$ cat config.mk
export PLATFORM = sky130hd
export DESIGN_NAME = top_k_sorted_insert_table_unit
export DESIGN_NICKNAME = d
export VERILOG_FILES = /design/src/rtl/tksi_pkg.sv /design/src/rtl/top_k_sorted_insert_table_unit.sv
export VERILOG_INCLUDE_DIRS = /design/src /design/src/rtl
export SDC_FILE = /design/constraint.sdc
export NUM_CORES = 1
export LEC_CHECK = 0
export ABC_CLOCK_PERIOD_IN_PS = 8900
export BUFFER_PORTS_ARGS = -buffer_cell sky130_fd_sc_hd__buf_4
export CELL_PAD_IN_SITES_DETAIL_PLACEMENT = 1
export CELL_PAD_IN_SITES_GLOBAL_PLACEMENT = 2
export CORE_UTILIZATION = 29
export CTS_BUF_LIST = sky130_fd_sc_hd__clkbuf_8 sky130_fd_sc_hd__clkbuf_16
export DETAILED_ROUTE_END_ITERATION = 6
export GPL_ROUTABILITY_DRIVEN = 0
export PLACE_DENSITY = 0.64
export SKIP_CTS_REPAIR_TIMING = 1
export SYNTH_ARGS = -nofsm -noshare
export SYNTH_HDL_FRONTEND = slang
export SYNTH_SLANG_ARGS = --single-unit
$ cat constraint.sdc
create_clock -name clk_i -period 8.9 [get_ports clk_i]
set_input_delay 1.78 -clock clk_i [delete_from_list [all_inputs] [get_ports clk_i]]
set_output_delay 1.78 -clock clk_i [all_outputs]
set_load 0.02 [all_outputs]
$ cat src/rtl/top_k_sorted_insert_table_unit_macros.svh
// Assertion helpers shared by the RTL of the top-k table.
`ifndef TOP_K_SORTED_INSERT_TABLE_UNIT_MACROS_SVH
`define TOP_K_SORTED_INSERT_TABLE_UNIT_MACROS_SVH

// Plain property, checked on every clock edge outside reset.
`define TKSI_ASSERT(label, prop, msg) \
  label: assert property (@(posedge clk_i) disable iff (!rst_ni) (prop)) \
    else $error(msg);

// Same-cycle implication.
`define TKSI_ASSERT_IMPL(label, ante, cons, msg) \
  label: assert property (@(posedge clk_i) disable iff (!rst_ni) (ante) |-> (cons)) \
    else $error(msg);

// Next-cycle implication.
`define TKSI_ASSERT_NEXT(label, ante, cons, msg) \
  label: assert property (@(posedge clk_i) disable iff (!rst_ni) (ante) |=> (cons)) \
    else $error(msg);

`endif

$ cat src/rtl/tksi_pkg.sv
package tksi_pkg;

  // input beat
  typedef struct packed {
    logic signed [31:0] new_score;
    logic        [15:0] new_level;
  } in_t;

  // output beat: one table row
  typedef struct packed {
    logic        [5:0]  rank;
    logic signed [31:0] entry_score;
    logic        [15:0] entry_level;
    logic        [6:0]  entry_count;
    logic               last;
  } out_t;

  // one memory word
  typedef struct packed {
    logic signed [31:0] score;
    logic        [15:0] level;
  } entry_t;

  typedef enum logic [2:0] {
    ST_IDLE,
    ST_CHK,
    ST_SCAN,
    ST_WRBACK,
    ST_DUMP_RD,
    ST_DUMP_LD
  } state_e;

endpackage

$ cat src/rtl/top_k_sorted_insert_table_unit.sv
// Top-k table: one beat in, the whole sorted table (entry_count beats) out.
// An input beat is taken only in idle; the block then scans the table,
// carrying the new row down (a full table first compares the offer with the
// tail), writes the carry back, and dumps every row through the output
// register, where the dump stalls while out_ready_i is low. Scan and dump
// share one read and one write port. Reset (async): table empty, FSM idle.
`include "top_k_sorted_insert_table_unit_macros.svh"

module top_k_sorted_insert_table_unit #(
  parameter int TABLE_DEPTH = 16
) (
  input  logic           clk_i,
  input  logic           rst_ni,
  input  logic           in_valid_i,
  output logic           in_ready_o,
  input  tksi_pkg::in_t  in_data_i,
  output logic           out_valid_o,
  input  logic           out_ready_i,
  output tksi_pkg::out_t out_data_o
);

  localparam int AW = $clog2(TABLE_DEPTH);
  localparam int CW = $clog2(TABLE_DEPTH + 1);

  // ---------------------------------------------------------------------
  // State
  // ---------------------------------------------------------------------
  tksi_pkg::state_e state_q, state_d;
  logic [CW-1:0]    count_q;    // valid rows
  logic [AW-1:0]    lastpos_q;  // count - 1 after the insert
  logic [AW-1:0]    idx_q;      // scan / dump position
  tksi_pkg::entry_t carry_q;    // entry carried down the scan
  tksi_pkg::entry_t new_q;      // offered entry (full-table compare)
  tksi_pkg::entry_t rdata_q;    // registered memory read data
  tksi_pkg::out_t   out_q;
  logic             out_valid_q;

  // row storage, one write and one read port
  tksi_pkg::entry_t mem_q [TABLE_DEPTH];

  // ---------------------------------------------------------------------
  // Control
  // ---------------------------------------------------------------------
  logic             in_fire;
  logic             full;
  logic             swap;
  logic             out_load;
  logic             mem_re;
  logic [AW-1:0]    mem_raddr;
  logic             mem_we;
  logic [AW-1:0]    mem_waddr;
  tksi_pkg::entry_t in_entry;

  assign in_entry.score = in_data_i.new_score;
  assign in_entry.level = in_data_i.new_level;
  assign full           = (count_q == CW'(TABLE_DEPTH));
  assign in_fire        = in_valid_i && in_ready_o;
  // stored row loses to the carry only on a strictly lower score
  assign swap           = (rdata_q.score < carry_q.score);

  // next state
  always_comb begin
    state_d = state_q;
    case (state_q)
      tksi_pkg::ST_IDLE: begin
        if (in_valid_i) begin
          if (full) begin
            state_d = tksi_pkg::ST_CHK;
          end else if (count_q == '0) begin
            state_d = tksi_pkg::ST_WRBACK;  // single row, nothing to scan
          end else begin
            state_d = tksi_pkg::ST_SCAN;
          end
        end
      end
      tksi_pkg::ST_CHK:     state_d = tksi_pkg::ST_SCAN;
      tksi_pkg::ST_SCAN: begin
        if (idx_q == lastpos_q - AW'(1)) begin
          state_d = tksi_pkg::ST_WRBACK;
        end
      end
      tksi_pkg::ST_WRBACK:  state_d = tksi_pkg::ST_DUMP_RD;
      tksi_pkg::ST_DUMP_RD: state_d = tksi_pkg::ST_DUMP_LD;
      tksi_pkg::ST_DUMP_LD: begin
        if (!out_valid_q || out_ready_i) begin
          state_d = (idx_q == lastpos_q) ? tksi_pkg::ST_IDLE : tksi_pkg::ST_DUMP_RD;
        end
      end
      default:              state_d = tksi_pkg::ST_IDLE;
    endcase
  end

  // outputs of the FSM: memory port controls and handshakes
  always_comb begin
    in_ready_o = 1'b0;
    mem_re     = 1'b0;
    mem_raddr  = '0;
    mem_we     = 1'b0;
    mem_waddr  = '0;
    out_load   = 1'b0;
    case (state_q)
      tksi_pkg::ST_IDLE: begin
        in_ready_o = 1'b1;
        // full: fetch the tail for the compare; else prefetch row 0
        mem_re     = in_valid_i;
        mem_raddr  = full ? AW'(TABLE_DEPTH - 1) : '0;
      end
      tksi_pkg::ST_CHK: begin
        mem_re = 1'b1;  // prefetch row 0
      end
      tksi_pkg::ST_SCAN: begin
        // row idx is in rdata_q; fetch idx+1 while writing idx
        mem_re    = 1'b1;
        mem_raddr = idx_q + AW'(1);
        mem_we    = swap;
        mem_waddr = idx_q;
      end
      tksi_pkg::ST_WRBACK: begin
        mem_we    = 1'b1;
        mem_waddr = lastpos_q;
      end
      tksi_pkg::ST_DUMP_RD: begin
        mem_re    = 1'b1;
        mem_raddr = idx_q;
      end
      tksi_pkg::ST_DUMP_LD: begin
        out_load = !out_valid_q || out_ready_i;
      end
      default: begin
      end
    endcase
  end

  // ---------------------------------------------------------------------
  // Memory: written with the carry only
  // ---------------------------------------------------------------------
  always_ff @(posedge clk_i) begin
    if (mem_we) begin
      mem_q[mem_waddr] <= carry_q;
    end
    if (mem_re) begin
      rdata_q <= mem_q[mem_raddr];
    end
  end

  // ---------------------------------------------------------------------
  // Control registers
  // ---------------------------------------------------------------------
  always_ff @(posedge clk_i or negedge rst_ni) begin
    if (!rst_ni) begin
      state_q   <= tksi_pkg::ST_IDLE;
      count_q   <= '0;
      lastpos_q <= '0;
      idx_q     <= '0;
    end else begin
      state_q <= state_d;
      case (state_q)
        tksi_pkg::ST_IDLE: begin
          if (in_fire) begin
            idx_q <= '0;
            if (full) begin
              lastpos_q <= AW'(TABLE_DEPTH - 1);
            end else begin
              lastpos_q <= count_q[AW-1:0];
              count_q   <= count_q + CW'(1);
            end
          end
        end
        tksi_pkg::ST_SCAN:    idx_q <= idx_q + AW'(1);
        tksi_pkg::ST_WRBACK:  idx_q <= '0;
        tksi_pkg::ST_DUMP_LD: begin
          if (out_load) begin
            idx_q <= idx_q + AW'(1);
          end
        end
        default: begin
        end
      endcase
    end
  end

  // carry and offered entry (payload, no reset)
  always_ff @(posedge clk_i) begin
    case (state_q)
      tksi_pkg::ST_IDLE: begin
        if (in_fire) begin
          new_q   <= in_entry;
          carry_q <= in_entry;  // append case: new row is the carry
        end
      end
      tksi_pkg::ST_CHK: begin
        // full table: the offer replaces the tail only on a strictly higher score
        carry_q <= (rdata_q.score < new_q.score) ? new_q : rdata_q;
      end
      tksi_pkg::ST_SCAN: begin
        if (swap) begin
          carry_q <= rdata_q;
        end
      end
      default: begin
      end
    endcase
  end

  // ---------------------------------------------------------------------
  // Output register: the input side reopens while the last beat waits
  // ---------------------------------------------------------------------
  always_ff @(posedge clk_i or negedge rst_ni) begin
    if (!rst_ni) begin
      out_valid_q <= 1'b0;
    end else if (out_load) begin
      out_valid_q <= 1'b1;
    end else if (out_ready_i) begin
      out_valid_q <= 1'b0;
    end
  end

  always_ff @(posedge clk_i) begin
    if (out_load) begin
      out_q.rank        <= 6'(idx_q);
      out_q.entry_score <= rdata_q.score;
      out_q.entry_level <= rdata_q.level;
      out_q.entry_count <= 7'(count_q);
      out_q.last        <= (idx_q == lastpos_q);
    end
  end

  assign out_valid_o = out_valid_q;
  assign out_data_o  = out_q;

  // ---------------------------------------------------------------------
  // Assertions
  // ---------------------------------------------------------------------
  `TKSI_ASSERT(a_count_range, count_q <= CW'(TABLE_DEPTH), "row count above table depth")
  `TKSI_ASSERT_IMPL(a_port_split, mem_we && mem_re, mem_waddr != mem_raddr, "read and write hit one row")
  `TKSI_ASSERT_IMPL(a_no_overwrite, out_load, !out_valid_q || out_ready_i, "output beat overwritten")
  `TKSI_ASSERT_NEXT(a_count_nonzero, in_fire, count_q != '0, "table empty after an insert")
  `TKSI_ASSERT_IMPL(a_last_rank, out_valid_o && out_data_o.last, {1'b0, out_data_o.rank} == out_data_o.entry_count - 7'd1, "last beat not at the final rank")

endmodule
==> results list, run 1 <==
- Run status: completed
- Synth async-reset ratio: 1.72%
- Setup repair after global routing missed its margin: no
- Slew Viols, Final: 0
- Clk_lat worst skew: 0.69 ns
- For the worst setup path, the data arrival time is 4.89 ns.
* Number of synthesized flops with an enable pin: 970
- In the global route stage, overall resource usage came out at 14.2%.
- VDD sags by at most 0.378 mV.
* Startpoint type of the worst setup path: flip-flop
* Cell count after synthesis: 2,284
- Input and output buffers added on the ports amount to 111.
- In the post-synthesis netlist, the biggest area contributors are edfxtp_1 72%, mux2i_1 18%, ha_1 2.0%.
* CP endpoint: mem_q[9][22]$_DFFE_PP_
- Largest net degree at the start of global routing: 147
- The count of nets left with antenna violations once routing finished came out at 0.
- Final net count: 2,555
- Setup slack, reg-to-reg: 4.30 ns
* Number of CTS-inserted buffers: 106
- Maximum count of clock buffers along a single path: 3
* Capturing element type of the critical path: flip-flop
- For this configuration, the core starts out at a cell density of 29.2%.
* Min Clock Period, post-route: 4.60 ns
- Slew at the pin closest to its max-slew limit: 1.16 ns
* Final sum of negative setup slack: 0 ns
* Hold Vio Cnt, Final: 0
- Top library cells by usage in the layout, fill and taps aside: 970 x edfxtp_1, 722 x mux2i_1, 147 x buf_4
- Number of global-route vias before repair: 22,200
- Reg2Reg Capture Point: mem_q[9][22]$_DFFE_PP_
- Dividing the detail-routed wire length by the instance count gives 23.1 um.
- Measured against its own limit, the worst slew margin works out to 22.5%.
* MaxCap Viol Count: 0
* Floorplan die width: 377 um
- Half-perimeter wire length after detailed placement: 56,900 um
- Share of the synthesized area in the top cell type: 71.5%
* Clock Tree Root: clkbuf_16
* Placed cells: 4,205
- Number of warnings reported in the yosys synthesis log: 0
* F_max: 218 MHz
* Cell at the slowest stage of the critical path: a311oi_4
- H-tree lvl count: 3
- Layout cells sized above 1: 12.9%
* Cell row count: 137
- Sequential elements use 72.6% of the synthesized area.
- The floorplan step defined a core boundary enclosing 139,000 um2.
- Clock tree from TritonCTS: built
- Area of the mapped netlist: 40,700 um2
- In this run the worst path has a maximum fanout of 48.
- Worst path cell trace: inv_1 > ha_1 > nand2_1 > or4_4 > nor2_1 > o21ai_1 > and2_4 > a311oi_4 > nor3_2 > buf_4
- For this run, the leading register cell type out of synthesis is edfxtp_1.
- STA puts the critical path data required time at 9.20 ns.
- The die covers 142,000 um2.
- After the flow finishes, the layout carries non-filler instances totaling 4,400.
- Yosys mapped the design onto 59 distinct sky130hd cell types.
- Of the available clock period, the critical path in the final layout requires 51.6%.
- First element of the critical path: carry_q[47]$_DFFE_PP_
- The first routing iteration left 1,429 violations.
- Measured along the y axis, the die boundary spans 377 um.
* Clock-pin slew reported for the worst setup and hold paths after clock tree synthesis: 0.06 ns
- For this block, the via count after detailed routing is 20,300.
- Clock skew on the completed layout was measured at 0.0259 ns.
- Worst stage delay on the critical path: 0.94 ns
* Count of pins on the block boundary: 116
- Final number of setup-violating endpoints: 0
- Global route total overflow: 0
- The first global-routing pass estimated 149,000 um of wire.
- Leakage: 0.0160 uW
* Area added between synthesis and finish: 15.5%
- Flops & latches, synth: 987
- Number of antenna violations at the first check in global routing: 0
- Worst hold path class: flip-flop to flip-flop
* Detail-routed via count per cell: 4.62
- In the routed design, unresolved DRC markers number 0.
* Clock sink count: 987
* Most common cell after layout, fill and taps aside: edfxtp_1
- Crit Reg-Reg Startpoint: carry_q[47]$_DFFE_PP_
- Pwr dens: 357 nW/um2
- Summed over all layers, the routed wires come to 102,000 um.
* Worst setup path category: flip-flop to flip-flop
- Worst Reg2Reg Path Length in Cells: 10
- Biggest area consumer among synthesized cells: edfxtp_1
* Router iterations before antenna repair: 5
* Mean post-synth cell area: 17.8 um2
[kinds of logic (layout without fill, tap and decap cells)]
logic type / after synthesis / count (layout) / synth area share, %
compound gates: 134 / 134 / 2.56
xor+xnor: 14 / 14 / 0.301
fa+ha+maj: 66 / 66 / 2.03
buf+inv: 180 / 416 / 2.30
flops: 987 / 987 / 72.6
mux: 726 / 726 / 17.9
other cells: 1 / 5 / 0.00921
simple gates: 176 / 176 / 2.35
[cell type report]
type | count | area (um2)
inverters | 72 | 272
multi-input cells | 1120 | 10400
repair buffers | 150 | 1160
flip-flops and latches | 987 | 29600
clock buffers | 110 | 2730
well taps | 1876 | 2350
fillers | 14000 | 92300
diodes | 1 | 2.50
clock inverters | 84 | 549
[how the worst min path moves through the flow]
stage                          startpoint                  endpoint  cells past startpoint
floorplan            idx_q[2]$_DFFE_PN0P_  out_data_o[58]$_DFFE_PP_                      0
global placement    rdata_q[15]$_DFFE_PP_  out_data_o[23]$_DFFE_PP_                      0
detailed placement   rdata_q[4]$_DFFE_PP_  out_data_o[12]$_DFFE_PP_                      0
CTS                 rdata_q[12]$_DFFE_PP_  out_data_o[20]$_DFFE_PP_                      0
global route        rdata_q[12]$_DFFE_PP_  out_data_o[20]$_DFFE_PP_                      0
finish              rdata_q[12]$_DFFE_PP_  out_data_o[20]$_DFFE_PP_                      0
[metrics by stage]
stage	hold slack [ns]	util (%)	power (uW)	worst slack [ns]	cell area (um2)
final	0.463	33.7	16800	4.30	47000
after global routing	0.470	33.7	17600	4.08	47000
after CTS	0.467	33.7	17100	4.27	47000
after detailed placement	0.446	31.4	12800	4.30	43800
after global placement	0.453	31.4	12700	4.35	43800
after floorplan	0.423	-	10900	1.03	40700
[critical path: cells and delay by family (launching register included)]
| kind | cells | cell delay [ns] |
|---|---|---|
| AOI/OAI and AO/OA | 2 | 1.17 |
| adders and majority gates | 1 | 0.45 |
| buffers and inverters | 2 | 0.57 |
| DFF | 1 | 0.65 |
| and+or+nand+nor | 5 | 1.31 |
[sequential cells by signal, summed over array words and instances, names as in the netlist]
| signal | count |
|---|---|
| idx_q | 4 |
| carry_q | 48 |
| out_data_o | 58 |
| rdata_q | 48 |
| mem_q | 768 |
| new_q | 48 |
| lastpos_q | 4 |
| out_valid_o | 1 |
| count_q | 5 |
| state_q | 3 |
[metal layers]
layer	share of wire, %	global-route usage [%]
met5	0	0
met4	2.0	3.92
met3	2.7	1.78
met2	50	24.6
met1	45	18.6
[power breakdown]
part           switching (uW)  total [uW]  leakage [uW]  internal, uW
sequential                873        7620       0.00906          6740
clock                    1800        4180       0.00175          2380
combinational            3080        5000       0.00522          1920
total                    5750       16800        0.0160         11000
[synth_stat cells (4+ instances only)]
| cell | count |
|---|---|
| xor2_1 | 4 |
| buf_2 | 36 |
| a211oi_1 | 4 |
| buf_6 | 5 |
| nand3_1 | 11 |
| mux2_2 | 4 |
| a21oi_1 | 32 |
| buf_4 | 45 |
| mux2i_1 | 722 |
| xnor2_1 | 10 |
| clkbuf_1 | 18 |
| nor3_1 | 16 |
| inv_1 | 72 |
| nand2_1 | 48 |
| nand4_1 | 10 |
| o22a_1 | 4 |
| nor2_1 | 14 |
| dfrtp_1 | 17 |
| nand2b_1 | 5 |
| and2_1 | 52 |
| nor2b_1 | 5 |
| o21ai_0 | 19 |
| a221o_1 | 48 |
| ha_1 | 66 |
| edfxtp_1 | 970 |
No activity file was read; power rests on OpenSTA's default activity.
==> inputs of run 2 (changes only) <==
ABC_CLOCK_PERIOD_IN_PS = 4500   (was 8900)
clock period = 4.5 ns   (was 8.9 ns; I/O delays follow)
==> run 2 against run 1 <==
Compared with the run above: first-iteration DRC count is 12% lower; largest cell class unchanged; count of clock-buffer cells in the layout is 4 lower; register-to-register slack worse by 3.8 ns.
==> results list, run 2 (synthesis results as in run 1) <==
- The final routed wirelength across all metal layers is 104,000 um (+2.5%).
- The final-report setup violation count was 0 (unchanged).
* Power share of the clock group: 25.8% (+0.9 points)
- The required time of the critical path was 4.89 ns (-4.31 ns).
- The total design power is 34,900 uW (+110%).
* Worst path cell trace: inv_1 > ha_1 > and4_1 > nor3b_1 > o21ai_2 > a31oi_2 > a311oi_4 > buf_12 > nor4b_4 > buf_12
* Largest net degree at the start of global routing: 69 (-53%)
- The HPWL after detailed placement is 65,800 um (+16%).
* Area added between synthesis and finish: 19.5%
- Fin util: 34.9% (+1.2 points)
- The power dissipated by switching net loads is 11,900 uW (+110%).
- The number of global-route vias before repair was 22,800 (+2.8%).
- Arrival time at the worst endpoint: 4.42 ns (-0.47 ns)
- The post-placement setup slack came to 0.333 ns (-3.97 ns).
* Core box area: 139,000 um2 (unchanged)
* Worst clock skew: 0.0272 ns (+0.00126 ns)
- DR DRC count: 0 (unchanged)
* Router iterations before antenna repair: 5 (unchanged)
- Switch share: 34.1% (-0.20 points)
* Number of CTS-inserted buffers: 105 (-0.94%)
* Detail-routed via count per cell: 4.63 (about the same)
* Maximum count of clock buffers along a single path: 3 (unchanged)
* Min Clock Period, post-route: 4.03 ns (-0.563 ns)
* Setup repair after global routing missed its margin: no
- The wire length per cell after detailed routing is 23.2 um (+0.55%).
- The top-level I/O count is 116 (unchanged).
- The upper clock frequency limit came to 248 MHz (+14%).
- STA classifies the critical path endpoint as a flip-flop.
- The total of max-cap violations came to 0 (unchanged).
- Global route total overflow: 0 (unchanged)
- Layout cells sized above 1: 16.6% (+3.7 points)
- The peak fanout along the critical path was 18 (-63%).
* Routed Antenna Nets: 0 (unchanged)
* Slew Viols, Final: 0 (unchanged)
* Slew at the pin closest to its max-slew limit: 0.946 ns (-0.217 ns)
- Number of antenna violations at the first check in global routing: 5 (+5)
* Worst hold path class: input port to asynchronous set/reset pin
- The flow ran to the end, and the final reports show no timing, DRC or antenna violations.
* Clock tree from TritonCTS: built
* Max reg flops: 768 (unchanged)
* Number of vias in the routed layout: 20,700 (+1.9%)
* Starting density of the core: 29.2% (unchanged)
- The power per standard cell area was 717 nW/um2 (+100%).
- The wire length of the first global-routing pass was 153,000 um (+3.0%).
- Clock-pin slew reported for the worst setup and hold paths after clock tree synthesis: 0.06 ns (about the same)
* Sequential group share of total power: 42.1% (-3.3 points)
* Aggregate global-route resource usage: 14.6% (+0.43 points)
- Worst setup margin: 0.467 ns (-3.84 ns)
- The setup total negative slack was 0 ns (unchanged).
- Leaving out fill and tap cells, the most frequent cell in the layout is edfxtp_1.
- Clk_lat worst skew: 0.71 ns (+0.02 ns)
- The number of rows in the core area is 137 (unchanged).
- The cell sitting at the root of the clock tree is a clkbuf_16.
* Final net count: 2,635 (+3.1%)
- The worst relative slew slack was 37.0% (+14 points).
* Worst setup path category: flip-flop to flip-flop
- Combinational Power Share: 32.1% (+2.3 points)
- Leaving out fill and tap cells, the most frequent cells in the layout are 970 x edfxtp_1, 722 x mux2i_1, 181 x buf_4.
- The H-tree level count is 3 (unchanged).
* Worst stage delay on the critical path: 0.77 ns (-0.17 ns)
* Max VDD drop: 0.451 mV (+19%)
* Startpoint type of the worst setup path: flip-flop
- Cell at the slowest stage of the critical path: edfxtp_1
* Hold Vio Cnt, Final: 0 (unchanged)
- The static power due to leakage was 0.0167 uW (+4.5%).
- The initial detailed-routing violation count came to 1,251 (-12%).
* Die Y: 377 um (unchanged)
- By instance count, the cell type seen most on the critical path is buf_12.
* Int Power: 23,000 uW (+110%)
* Die outline area: 142,000 um2 (unchanged)
* Floorplan die width: 377 um (unchanged)
* Part of the cycle the worst path needs: 89.6% (+38 points)
- The total clock sinks was 987 (unchanged).
- mem_q holds more flip-flops than any other register.
- Quantity of I/O buffers inserted on ports: 111 (unchanged)
[run 2: cell types whose count changed in the layout (fill, tap and decap cells not counted), sizes merged]
cell | before | now
buf | 150 | 231
inv | 111 | 95
bufinv | 6 | 17
clkinv | 38 | 45
clkinvlp | 1 | 6
clkbuf | 110 | 106
[run 2: cell type report]
cell class                      instances  area (um2)
Fill cell                           14000       90700
Sequential cell                       987       29600
Multi-Input combinational cell       1120       10500
Clock buffer                          106        2650
Timing Repair Buffer                  231        2360
Tap cell                             1876        2350
Clock inverter                         91         952
Inverter                               72         272
Antenna cell                            1        2.50
[run 2: critical path: cells and delay by family, from the launching register on]
| family | cells | cell delay (ns) |
|---|---|---|
| compound gates | 3 | 0.62 |
| fa+ha+maj | 1 | 0.32 |
| buf+inv | 3 | 0.61 |
| flops | 1 | 0.77 |
| simple gates | 3 | 1.37 |
[run 2: path summary, 6_finish.rpt]
| kind | startpoint | end | slack, ns | cells past startpoint |
|---|---|---|---|---|
| worst max-delay path | carry_q[23]$_DFFE_PP_ | mem_q[0][33]$_DFFE_PP_ | 0.47 | 10 |
| worst min-delay path | rst_ni | count_q[3]$_DFFE_PN0P_ | 0.05 | 1 |
| worst max register to register | carry_q[23]$_DFFE_PP_ | mem_q[0][33]$_DFFE_PP_ | 0.47 | 10 |
| worst min register to register | rdata_q[7]$_DFFE_PP_ | out_data_o[15]$_DFFE_PP_ | 0.47 | 0 |
| max in group asynchronous | rst_ni | idx_q[3]$_DFFE_PN0P_ | 4.25 | 1 |
| min in group clk_i | in_data_i[46] | new_q[46]$_DFFE_PP_ | 0.37 | 1 |
[run 2: power by group through the flow]
| stage | clock (uW) | sequential, uW | combinational (uW) |
|---|---|---|---|
| after floorplan | 0 | 14500 | 7100 |
| after global placement | 0 | 14800 | 11200 |
| after detailed placement | 0 | 14900 | 11400 |
| after CTS | 9230 | 14700 | 11500 |
| after global routing | 9520 | 14900 | 12100 |
| final | 9000 | 14700 | 11200 |
[run 2: metrics by stage]
| stage | cells | instance area (um2) | hold WS [ns] |
|---|---|---|---|
| after floorplan | 2287 | 40800 | 0.423 |
| after global placement | 4286 | 45000 | 0.452 |
| after detailed placement | 4286 | 45000 | 0.440 |
| after CTS | 4483 | 48600 | -0.00290 |
| after global routing | 4483 | 48600 | 0.0172 |
| final | 4484 | 48600 | 0.0497 |
[run 2: metal layers]
metal	part of all wire [%]	global-route usage [%]
met1	44	18.7
met2	50	25.5
met3	3.4	2.57
met4	2.2	3.64
met5	0.027	0
